$ cat src/rtl/cars_pkg.sv
// package for the chromatic aberration row shift block
// types, widths and register codes shared by the window memory and the top level
// no dependencies
`timescale 1ns / 1ps

package cars_pkg;

  localparam int PIXEL_W   = 32;
  localparam int BYTE_W    = 8;
  localparam int AMT_W     = 5;                 // shift amount width
  localparam int COL_W     = 6;                 // saturating column counter
  localparam int ADDR_W    = 6;                 // window memory address
  localparam int WIN_DEPTH = 1 << ADDR_W;       // holds more than 2*max shift + 1 pixels
  localparam int PADDR_W   = 3;
  localparam int PDATA_W   = 32;

  localparam logic [COL_W-1:0] COL_MAX = {COL_W{1'b1}};

  typedef logic [ADDR_W-1:0] win_addr_t;

  // register index, taken from paddr above the byte lanes
  typedef enum logic [0:0] {
    REG_SHIFT_AMOUNT = 1'b0
  } reg_idx_t;

  // one window lookup: own pixel plus its left and right neighbours
  typedef struct packed {
    win_addr_t own_addr;
    win_addr_t left_addr;
    win_addr_t right_addr;
  } rd_req_t;

endpackage

$ cat src/rtl/cars_window.sv
// pixel window memory: circular store of recent pixels of the row
// one write port, one registered read per copy; uses cars_pkg
`timescale 1ns / 1ps

module cars_window
  import cars_pkg::*;
(
  input  logic               clk,
  input  logic               wr_en,
  input  win_addr_t          wr_addr,
  input  logic [PIXEL_W-1:0] wr_data,
  input  logic               rd_en,
  input  rd_req_t            rd_req,
  output logic [PIXEL_W-1:0] own_q,
  output logic [BYTE_W-1:0]  left_q,
  output logic [BYTE_W-1:0]  right_q
);

  // full pixel for the own lookup, only the borrowed byte for each neighbour
  logic [PIXEL_W-1:0] own_mem   [WIN_DEPTH];
  logic [BYTE_W-1:0]  left_mem  [WIN_DEPTH];
  logic [BYTE_W-1:0]  right_mem [WIN_DEPTH];

  always_ff @(posedge clk) begin
    if (wr_en) begin
      own_mem[wr_addr]   <= wr_data;
      left_mem[wr_addr]  <= wr_data[4*BYTE_W-1:3*BYTE_W];
      right_mem[wr_addr] <= wr_data[2*BYTE_W-1:BYTE_W];
    end
  end

  always_ff @(posedge clk) begin
    if (rd_en) begin
      own_q   <= own_mem[rd_req.own_addr];
      left_q  <= left_mem[rd_req.left_addr];
      right_q <= right_mem[rd_req.right_addr];
    end
  end

endmodule

$ cat src/rtl/chromatic_aberration_row_shift_top.sv
// top level of the chromatic aberration row shift block
// control, configuration register and output stage; uses cars_pkg and cars_window
`timescale 1ns / 1ps

// Chromatic aberration row shift. Pixels stream in row order, one beat per pixel,
// with row_end_in on the last pixel of each row. Every output pixel takes its top
// byte from the pixel shift_amount columns to its left and byte 1 from the pixel
// shift_amount columns to its right, when those lie inside the row and the left one
// is not column 0; otherwise the pixel keeps its own byte. Column x leaves once
// column x+a has arrived, so inside a row the block takes and gives one beat per
// clock unless the output stalls. A row end with a shift of a, arriving at column x,
// flushes min(x,a)+1 result beats, one per clock unless the output stalls, because
// each result needs its own lookup in the window memory; the input is stalled until
// the last lookup issues. Results pass the job and read stages into the output
// register. Write shift_amount only between rows while the block is idle; a new
// value applies to the next accepted beat. No memory clearing is needed after reset.

module chromatic_aberration_row_shift_top
  import cars_pkg::*;
(
  input  logic               clk,
  input  logic               rst,
  // configuration port
  input  logic               psel,
  input  logic               penable,
  input  logic               pwrite,
  input  logic [PADDR_W-1:0] paddr,
  input  logic [PDATA_W-1:0] pwdata,
  output logic [PDATA_W-1:0] prdata,
  output logic               pready,
  // pixel input channel
  input  logic               src_valid,
  output logic               src_stall,
  input  logic [PIXEL_W-1:0] pixel_in,
  input  logic               row_end_in,
  // pixel output channel
  output logic               dst_valid,
  input  logic               dst_stall,
  output logic [PIXEL_W-1:0] pixel_out,
  output logic               row_end_out
);

  // configuration
  logic [AMT_W-1:0] shift_amount;
  reg_idx_t         reg_idx;

  // input side: write pointer and saturating column count
  win_addr_t        wptr;
  logic [COL_W-1:0] column_count;

  // job stage: one accepted pixel, issuing zero or more window lookups
  logic             job_valid;
  win_addr_t        job_ptr;       // address of the newest pixel
  logic [COL_W-1:0] job_col;       // its column (saturated)
  logic             job_row_end;
  logic [AMT_W-1:0] job_dist;      // distance behind the newest pixel of the next lookup
  logic [AMT_W-1:0] job_dist_next;

  // read stage: registered memory data plus flags
  logic             rd_valid;
  logic             rd_left_ok;
  logic             rd_right_ok;
  logic             rd_last;

  // handshake and flow control
  logic             in_acc;
  logic             out_free;
  logic             rd_free;
  logic             job_need;
  logic             job_last;
  logic             issue;
  logic             job_done;
  logic             job_free;

  // lookup of the current job
  rd_req_t          req;
  win_addr_t        own_addr;
  logic             left_ok;
  logic             right_ok;
  logic [COL_W:0]   left_reach;
  logic [AMT_W-1:0] flush_dist;

  // window memory outputs
  logic [PIXEL_W-1:0] own_q;
  logic [BYTE_W-1:0]  left_q;
  logic [BYTE_W-1:0]  right_q;

  //--------------------------------------------------------------------------
  // configuration register, always ready, no wait states
  //--------------------------------------------------------------------------
  assign pready  = 1'b1;
  assign reg_idx = reg_idx_t'(paddr[PADDR_W-1]);

  always_ff @(posedge clk) begin
    if (rst) begin
      shift_amount <= '0;
    end else if (psel && penable && pwrite && pready && reg_idx == REG_SHIFT_AMOUNT) begin
      shift_amount <= pwdata[AMT_W-1:0];
    end
  end

  always_comb begin
    prdata = '0;
    unique case (reg_idx)
      REG_SHIFT_AMOUNT: prdata = {{(PDATA_W-AMT_W){1'b0}}, shift_amount};
      default:          prdata = '0;
    endcase
  end

  //--------------------------------------------------------------------------
  // flow control: each stage moves when the one after it has room
  //--------------------------------------------------------------------------
  assign out_free = !dst_valid || !dst_stall;
  assign rd_free  = !rd_valid || out_free;

  // a plain pixel emits column x-a once x >= a; a row end always flushes
  assign job_need = job_row_end || (job_col >= {1'b0, shift_amount});
  assign job_last = !job_row_end || (job_dist == '0);
  assign issue    = job_valid && job_need && rd_free;
  assign job_done = job_valid && (!job_need || (issue && job_last));
  assign job_free = !job_valid || job_done;

  assign src_stall = !job_free;
  assign in_acc    = src_valid && !src_stall;

  //--------------------------------------------------------------------------
  // input side: write the window, track the column
  //--------------------------------------------------------------------------
  always_ff @(posedge clk) begin
    if (rst) begin
      wptr         <= '0;
      column_count <= '0;
    end else if (in_acc) begin
      wptr <= wptr + win_addr_t'(1);
      if (row_end_in) begin
        column_count <= '0;
      end else if (column_count != COL_MAX) begin
        column_count <= column_count + COL_W'(1);
      end
    end
  end

  // flush starts at min(x, a) pixels behind the row end
  assign flush_dist = (column_count < {1'b0, shift_amount}) ? column_count[AMT_W-1:0]
                                                             : shift_amount;

  //--------------------------------------------------------------------------
  // job stage
  //--------------------------------------------------------------------------
  always_comb begin
    job_dist_next = job_dist;
    if (in_acc) begin
      job_dist_next = row_end_in ? flush_dist : shift_amount;
    end else if (issue) begin
      job_dist_next = job_dist - AMT_W'(1);
    end
  end

  always_ff @(posedge clk) begin
    if (rst) begin
      job_valid <= 1'b0;
    end else if (in_acc) begin
      job_valid <= 1'b1;
    end else if (job_done) begin
      job_valid <= 1'b0;
    end
  end

  always_ff @(posedge clk) begin
    job_dist <= job_dist_next;
    if (in_acc) begin
      job_ptr     <= wptr;
      job_col     <= column_count;
      job_row_end <= row_end_in;
    end
  end

  // lookup addresses wrap around the circular window
  assign own_addr   = job_ptr - win_addr_t'(job_dist);
  assign left_reach = {2'b00, job_dist} + {2'b00, shift_amount};
  assign left_ok    = {1'b0, job_col} > left_reach;
  assign right_ok   = job_dist >= shift_amount;

  always_comb begin
    req.own_addr   = own_addr;
    req.left_addr  = own_addr - win_addr_t'(shift_amount);
    req.right_addr = own_addr + win_addr_t'(shift_amount);
  end

  //--------------------------------------------------------------------------
  // window memory
  //--------------------------------------------------------------------------
  cars_window u_window (
    .clk     (clk),
    .wr_en   (in_acc),
    .wr_addr (wptr),
    .wr_data (pixel_in),
    .rd_en   (issue),
    .rd_req  (req),
    .own_q   (own_q),
    .left_q  (left_q),
    .right_q (right_q)
  );

  //--------------------------------------------------------------------------
  // read stage flags, loaded with the memory read
  //--------------------------------------------------------------------------
  always_ff @(posedge clk) begin
    if (rst) begin
      rd_valid <= 1'b0;
    end else if (issue) begin
      rd_valid <= 1'b1;
    end else if (out_free) begin
      rd_valid <= 1'b0;
    end
  end

  always_ff @(posedge clk) begin
    if (issue) begin
      rd_left_ok  <= left_ok;
      rd_right_ok <= right_ok;
      rd_last     <= job_row_end && (job_dist == '0);
    end
  end

  //--------------------------------------------------------------------------
  // output register: byte mix of own pixel and neighbours
  //--------------------------------------------------------------------------
  always_ff @(posedge clk) begin
    if (rst) begin
      dst_valid <= 1'b0;
    end else if (out_free) begin
      dst_valid <= rd_valid;
    end
  end

  always_ff @(posedge clk) begin
    if (out_free && rd_valid) begin
      pixel_out <= {rd_left_ok  ? left_q  : own_q[4*BYTE_W-1:3*BYTE_W],
                    own_q[3*BYTE_W-1:2*BYTE_W],
                    rd_right_ok ? right_q : own_q[2*BYTE_W-1:BYTE_W],
                    own_q[BYTE_W-1:0]};
      row_end_out <= rd_last;
    end
  end

  //--------------------------------------------------------------------------
  // assertions
  //--------------------------------------------------------------------------

  // no new pixel may enter while a row end is still flushing
  assert property (@(posedge clk) disable iff (rst)
    job_valid && job_row_end && (job_dist != '0) |-> !in_acc)
    else $error("pixel accepted during row end flush");

  // a read stage beat held by a stalled output keeps its flags
  assert property (@(posedge clk) disable iff (rst)
    rd_valid && dst_valid && dst_stall |=> rd_valid && $stable(rd_last)
      && $stable(rd_left_ok) && $stable(rd_right_ok))
    else $error("read stage beat lost under output stall");

  // the column restarts after every row end
  assert property (@(posedge clk) disable iff (rst)
    in_acc && row_end_in |=> column_count == '0)
    else $error("column count not cleared at row end");

endmodule
$ cat config.mk
export PLATFORM = sky130hd
export DESIGN_NAME = chromatic_aberration_row_shift_top
export DESIGN_NICKNAME = d
export VERILOG_FILES = /design/src/rtl/cars_pkg.sv /design/src/rtl/cars_window.sv /design/src/rtl/chromatic_aberration_row_shift_top.sv
export SDC_FILE = /design/constraint.sdc
export NUM_CORES = 2
export LEC_CHECK = 0
export BUFFER_PORTS_ARGS = -buffer_cell sky130_fd_sc_hd__buf_2
export CORE_ASPECT_RATIO = 1.75
export CORE_MARGIN = 4
export CORE_UTILIZATION = 65
export CTS_BUF_LIST = sky130_fd_sc_hd__clkbuf_8
export CTS_CLUSTER_DIAMETER = 150
export DETAILED_ROUTE_END_ITERATION = 10
export PLACE_DENSITY_LB_ADDON = 0.12
export SLEW_MARGIN = 20
export SYNTH_ARGS = -nofsm -noshare
export SYNTH_HDL_FRONTEND = slang
export SYNTH_SLANG_ARGS = --single-unit
$ cat constraint.sdc
create_clock -name clk -period 10.05 [get_ports clk]
set_clock_uncertainty 0.2 [all_clocks]
set_input_delay 0 -clock clk [delete_from_list [all_inputs] [get_ports clk]]
set_output_delay 0 -clock clk [all_outputs]
set_load 0.01 [all_outputs]
# Word-level counts from Yosys, hierarchy flattened

Memories as Yosys holds them, arrays and structs flattened. A register that Yosys moved wholly into a read port is not among the register bits.
Cells that the tools add are included.

$add $sub $neg: 7
Magnitude comparators: 4
Eq/ne operators: 1
Muxes and demuxes: 15
Bitwise logic cells: 1
Reductions and logical operators: 29

Operator list:

| kind                | number |
|---|---|
| $mux 5              | 5 |
| $mux 8              | 2 |
| $add 6x1->6 const B | 2 |
| $mux 6              | 2 |
| $sub 6x5->6         | 2 |
| $logic_and 1x1->1   | 10 |
| $reduce_bool 2->1   | 4 |
| $logic_not 1->1     | 7 |
| $add 5x5->6         | 1 |
| $add 6x5->6         | 1 |
| $ge 6x5->1          | 1 |
| $gt 6x6->1          | 1 |
| $logic_or 1x1->1    | 6 |
| $lt 6x5->1          | 1 |
| $mux 1              | 6 |
| $ne 6x6->1 const B  | 1 |
| $ge 5x5->1          | 1 |
| $logic_not 5->1     | 1 |
| $sub 5x1->5 const B | 1 |
| $reduce_and 2->1    | 1 |
| $not 1->1           | 1 |

Register bits after elaboration: 74
RAM bits: 3072
Input bits: 75
Output and inout bits: 68
Logic and storage cells: 75
Memories kept: 3

Memories:

| name               | depth | bits a word | rd ports | clocked after memory_dff | write ports | line              | RTL |
|---|---|---|---|---|---|---|---|
| u_window.own_mem   | 64    | 32          | 1        | 1                        | 1           | cars_window.sv:20 | `logic [PIXEL_W-1:0] own_mem [WIN_DEPTH];` |
| u_window.left_mem  | 64    | 8           | 1        | 1                        | 1           | cars_window.sv:21 | `logic [BYTE_W-1:0] left_mem [WIN_DEPTH];` |
| u_window.right_mem | 64    | 8           | 1        | 1                        | 1           | cars_window.sv:22 | `logic [BYTE_W-1:0] right_mem [WIN_DEPTH];` |

# Logic depth before layout (Yosys ltp)

Word-level depth: 11
Gate-level depth with buffers: 18
Mapped depth without buffers: 13

# Hierarchy

Synthesis repeated with hierarchy kept, for this count alone.

Cells, all modules: 4417
Area, all modules: 91720.5 um2

By module, submodules not included:

| module                             | times used | cells each | area an instance (um2) | sequential area each (um2) |
|---|---|---|---|---|
| cars_window                        | 1          | 4030       | 87442.6                | 62940.4 |
| chromatic_aberration_row_shift_top | 1          | 387        | 4277.9                 | 2021.9 |

# Worst setup path before layout

OpenSTA, ideal clock, no wires.

Path kind: flip-flop to flip-flop
Start point: register job_dist[0]
End point: register u_window.left_q[5], read port of u_window.left_mem (data pin)
Setup time: 0.275 ns
Data arrival time: 4.050 ns
Required time: 9.575 ns
Slack: 5.525 ns
Cell stages (with the launch flop): 15
Path buffers: 5
Clock period less this slack: 4.525 ns
Cells stage by stage: edfxtp_1 -> ha_1 -> fa_1 -> clkbuf_1 -> clkbuf_1 -> clkbuf_1 -> inv_1 -> fa_1 -> clkbuf_1 -> clkbuf_1 -> mux4_2 -> nor2_1 -> nor2_1 -> o211ai_1 -> mux2i_1

Cells in the longest elaborated chain, start to end: 2

Ends and longest elaborated chain:

| element                | line                                      | RTL |
|---|---|---|
| from (decl)            | chromatic_aberration_row_shift_top.sv:56  | `logic [AMT_W-1:0] job_dist;` |
| from (signal assigned) | chromatic_aberration_row_shift_top.sv:170 | `job_dist <= job_dist_next;` |
| $sub 6x5->6            | chromatic_aberration_row_shift_top.sv:179 | `assign own_addr = job_ptr - win_addr_t'(job_dist);` |
| $sub 6x5->6            | chromatic_aberration_row_shift_top.sv:186 | `req.left_addr = own_addr - win_addr_t'(shift_amount);` |
| to (decl)              | cars_window.sv:15                         | `output logic [BYTE_W-1:0] left_q,` |

No other way between the ends.
A chain may end at the register's enable or synchronous reset.

# Worst setup path after layout

Start point: register job_dist[0]
End point: register u_window.left_q[1], read port of u_window.left_mem (data pin)

Same word-level chain as after synthesis.

==> flow_metrics.tcl <==
set metrics [dict create \
    cts_root_buf "clkbuf_8" \
    first_global_vias 51850 \
    synth_xor_area_frac 0.001833 \
    status "finished, final reports clean" \
    fillers 8314 \
    multiInputGateArea_um2 27000 \
    synth_seq_cells 2170 \
    yosys-top-cells-count "2150 x edfxtp_1, 768 x mux4_2, 462 x nand2_1" \
    drive_gt1_frac 0.2867 \
    finalHoldViolCount 0 \
    core_um2 142000 \
    startpoint_type "flop" \
    start_util 0.6540 \
    die_area_um2 149200 \
    antenna_found_initial 11 \
    fp.dieH_um 508.0 \
    yosys.area_share.simple 0.03279 \
    fin_worst_hold_slack_ns 0.1072 \
    final-seq-area_um2 64960 \
    finalCritPeriodShare 0.6251 \
    clockBufferDepth 4 \
    insertion_delay_ns 1.04 \
    total_power_mw 22.59 \
    first_iter_violations 6615 \
    grt_max_degree 129 \
    synth.area.mux_share 0.2182 \
    port_buffers 85 \
    fmax_ghz 0.1592 \
    die_x_um 293.7 \
    drtAntennaViolNets 0 \
    drt_first_pass_iters 5 \
    overflow 0 \
    clock_sinks 2170 \
    yosysUniqueCellTypes 77 \
    tns_ns 0 \
    viasPerCell 7.166 \
    hp-class "input pin to flop" \
    critPathMaxFanout 94 \
    end_kind "flop" \
    drv_cap 0 \
    final_nets 5098 \
    synth_edf_count 2150 \
    synth_adder_area_share 0.006657 \
    synth_warnings 0 \
    drc 0 \
    wirelength_um 245700 \
    htree_levels 5 \
    crit_type "flop to flop" \
    synth_compound_area_frac 0.02307 \
    gp_congestion 0.8780 \
    ys_top_cells_by_area "edfxtp_1 70%, mux4_2 19%, mux2i_1 2.9%" \
    cts_tree "done" \
    syn2layout_area_growth_pct 10.40 \
    fin_crit_ns 6.282 \
    async_reset_ff_frac 0 \
    syn-cell-area_um2 92850 \
    relSlewSlack 0.1889 \
    num_vias 50480 \
    worstPathRequired_ns 10.66 \
    peakVddDrop_v 0.0001913 \
    power.density_nw_per_um2 220.4 \
    synth_top_cell_area_share 0.6954 \
    rsz0062_at_grt "no" \
    tightest_slew_ns 1.213 \
    p_leak_nw 33.53 \
    grt_first_pass_wirelength_um 352900 \
    maxSlewViolCount 0 \
    wl_per_cell_um 34.88 \
    seq_area_frac_synth 0.6997 \
    syn_area_per_cell_um2 19.92 \
    cts_buffers 315 \
    synth.most_common_cell "edfxtp_1" \
    critical_path_arrival_ns 6.89 \
    cts_post_setup_buffers_inserted 0 \
    yosys.area.top_type "edfxtp_1" \
    path_clk_slew_ns 0.06 \
    setup_viol 0 \
    synthFlopType "edfxtp_1" \
    grt_usage 0.3340 \
    synth_top_family_by_area "multiplexers" \
    post-dp-hpwl_um 134000 \
    pin_count 143 \
    row_count 183 \
    syn_inst 4660 \
]
==> cell type report <==
type,count,area share
Sequential cell,2170,0.6338
Antenna cell,4,0.00009765
Inverter,38,0.001416
Timing Repair Buffer,295,0.02385
Clock buffer,322,0.04324
Tap cell,1850,0.02258
Multi-Input combinational cell,2156,0.2634
Clock inverter,209,0.01168
==> power by group <==
group          internal, mW  total, mW  switching [mW]
Clock                  3.26       6.51            3.26
Sequential             10.1       10.2          0.0416
Combinational          2.44       5.91            3.47
Total                  15.8       22.6            6.77
==> through the flow <==
step / cells / setup WS (ns) / area (µm²) / util
2_1_floorplan: 4686 / 5.525 / 92950 / -
5_1_grt: 7043 / 3.741 / 102500 / 0.7220
4_1_cts: 7018 / 3.868 / 102200 / 0.7200
3_3_place_gp: 6423 / 3.989 / 95940 / 0.6758
6_report: 7044 / 3.768 / 102500 / 0.7221
3_5_place_dp: 6423 / 3.967 / 95940 / 0.6758
==> state kept, by name, summed over array words and instances, names as in the netlist, 5 cells and up <==
| signal | flops |
|---|---|
| u_window.left_q | 8 |
| column_count | 6 |
| u_window.left_mem | 448 |
| u_window.own_mem | 1600 |
| job_dist | 5 |
| u_window.own_q | 32 |
| job_col | 6 |
| u_window.right_q | 8 |
| shift_amount | 5 |
| job_ptr | 6 |
| pixel_out | 32 |
| wptr | 6 |
==> cells in the final DEF (no fill, tap or decap), types with 37 or more instances in the layout <==
cell type	n
nand2_1	462
nor2_1	54
ha_1	41
dlygate4sd3_1	84
inv_1	123
nand3_1	78
mux2i_1	269
edfxtp_1	2150
clkinv_2	37
nor2_4	65
clkbuf_8	322
mux4_2	768
buf_2	67
o211ai_1	46
buf_4	129
clkinv_1	64
==> cell families after synthesis <==
group / Yosys count
buf+inv: 360
other cells: 2
flops: 2170
xor+xnor: 16
mux: 1061
simple gates: 724
compound gates: 280
fa+ha+maj: 47
==> worst paths after layout <==
kind | from | slack, ns | cells past startpoint | to
setup / recovery | job_dist[0] | 3.77 | 13 | u_window.left_q[1]
hold / removal | pixel_in[12] | 0.11 | 2 | u_window.own_mem[36][12]
setup reg to reg | job_dist[0] | 3.77 | 13 | u_window.left_q[1]
hold reg to reg | u_window.own_q[2] | 0.23 | 0 | pixel_out[2]
==> what timing repair did <==
item / CTS / global route
endpoints found under the hold margin: 2164 / 1118
hold buffers: 64 / 20
gates resized for setup: 0 / 0
setup endpoints to repair: 0 / 0
==> critical path: stages, from the launching register on <==
cell and delay, ns:
edfxtp_1 0.49, ha_4 0.22, fa_4 0.47, xor2_4 0.20, buf_12 0.63, inv_4 0.45
ha_1 0.96, xor2_4 0.17, buf_4 0.44, buf_4 0.69, mux2i_1 0.28, a32oi_1 0.48
o211ai_1 0.16, mux2i_1 0.15
==> layer usage <==
layer	vias to the layer above	GRT usage	routed length (µm)
met5	-	0	18
met4	2	0.1452	11770
met3	698	0.07254	24910
met2	3349	0.5642	127100
met1	26380	0.4250	81920
li1	20050	-	-
Power figures use the tool's default switching activity.
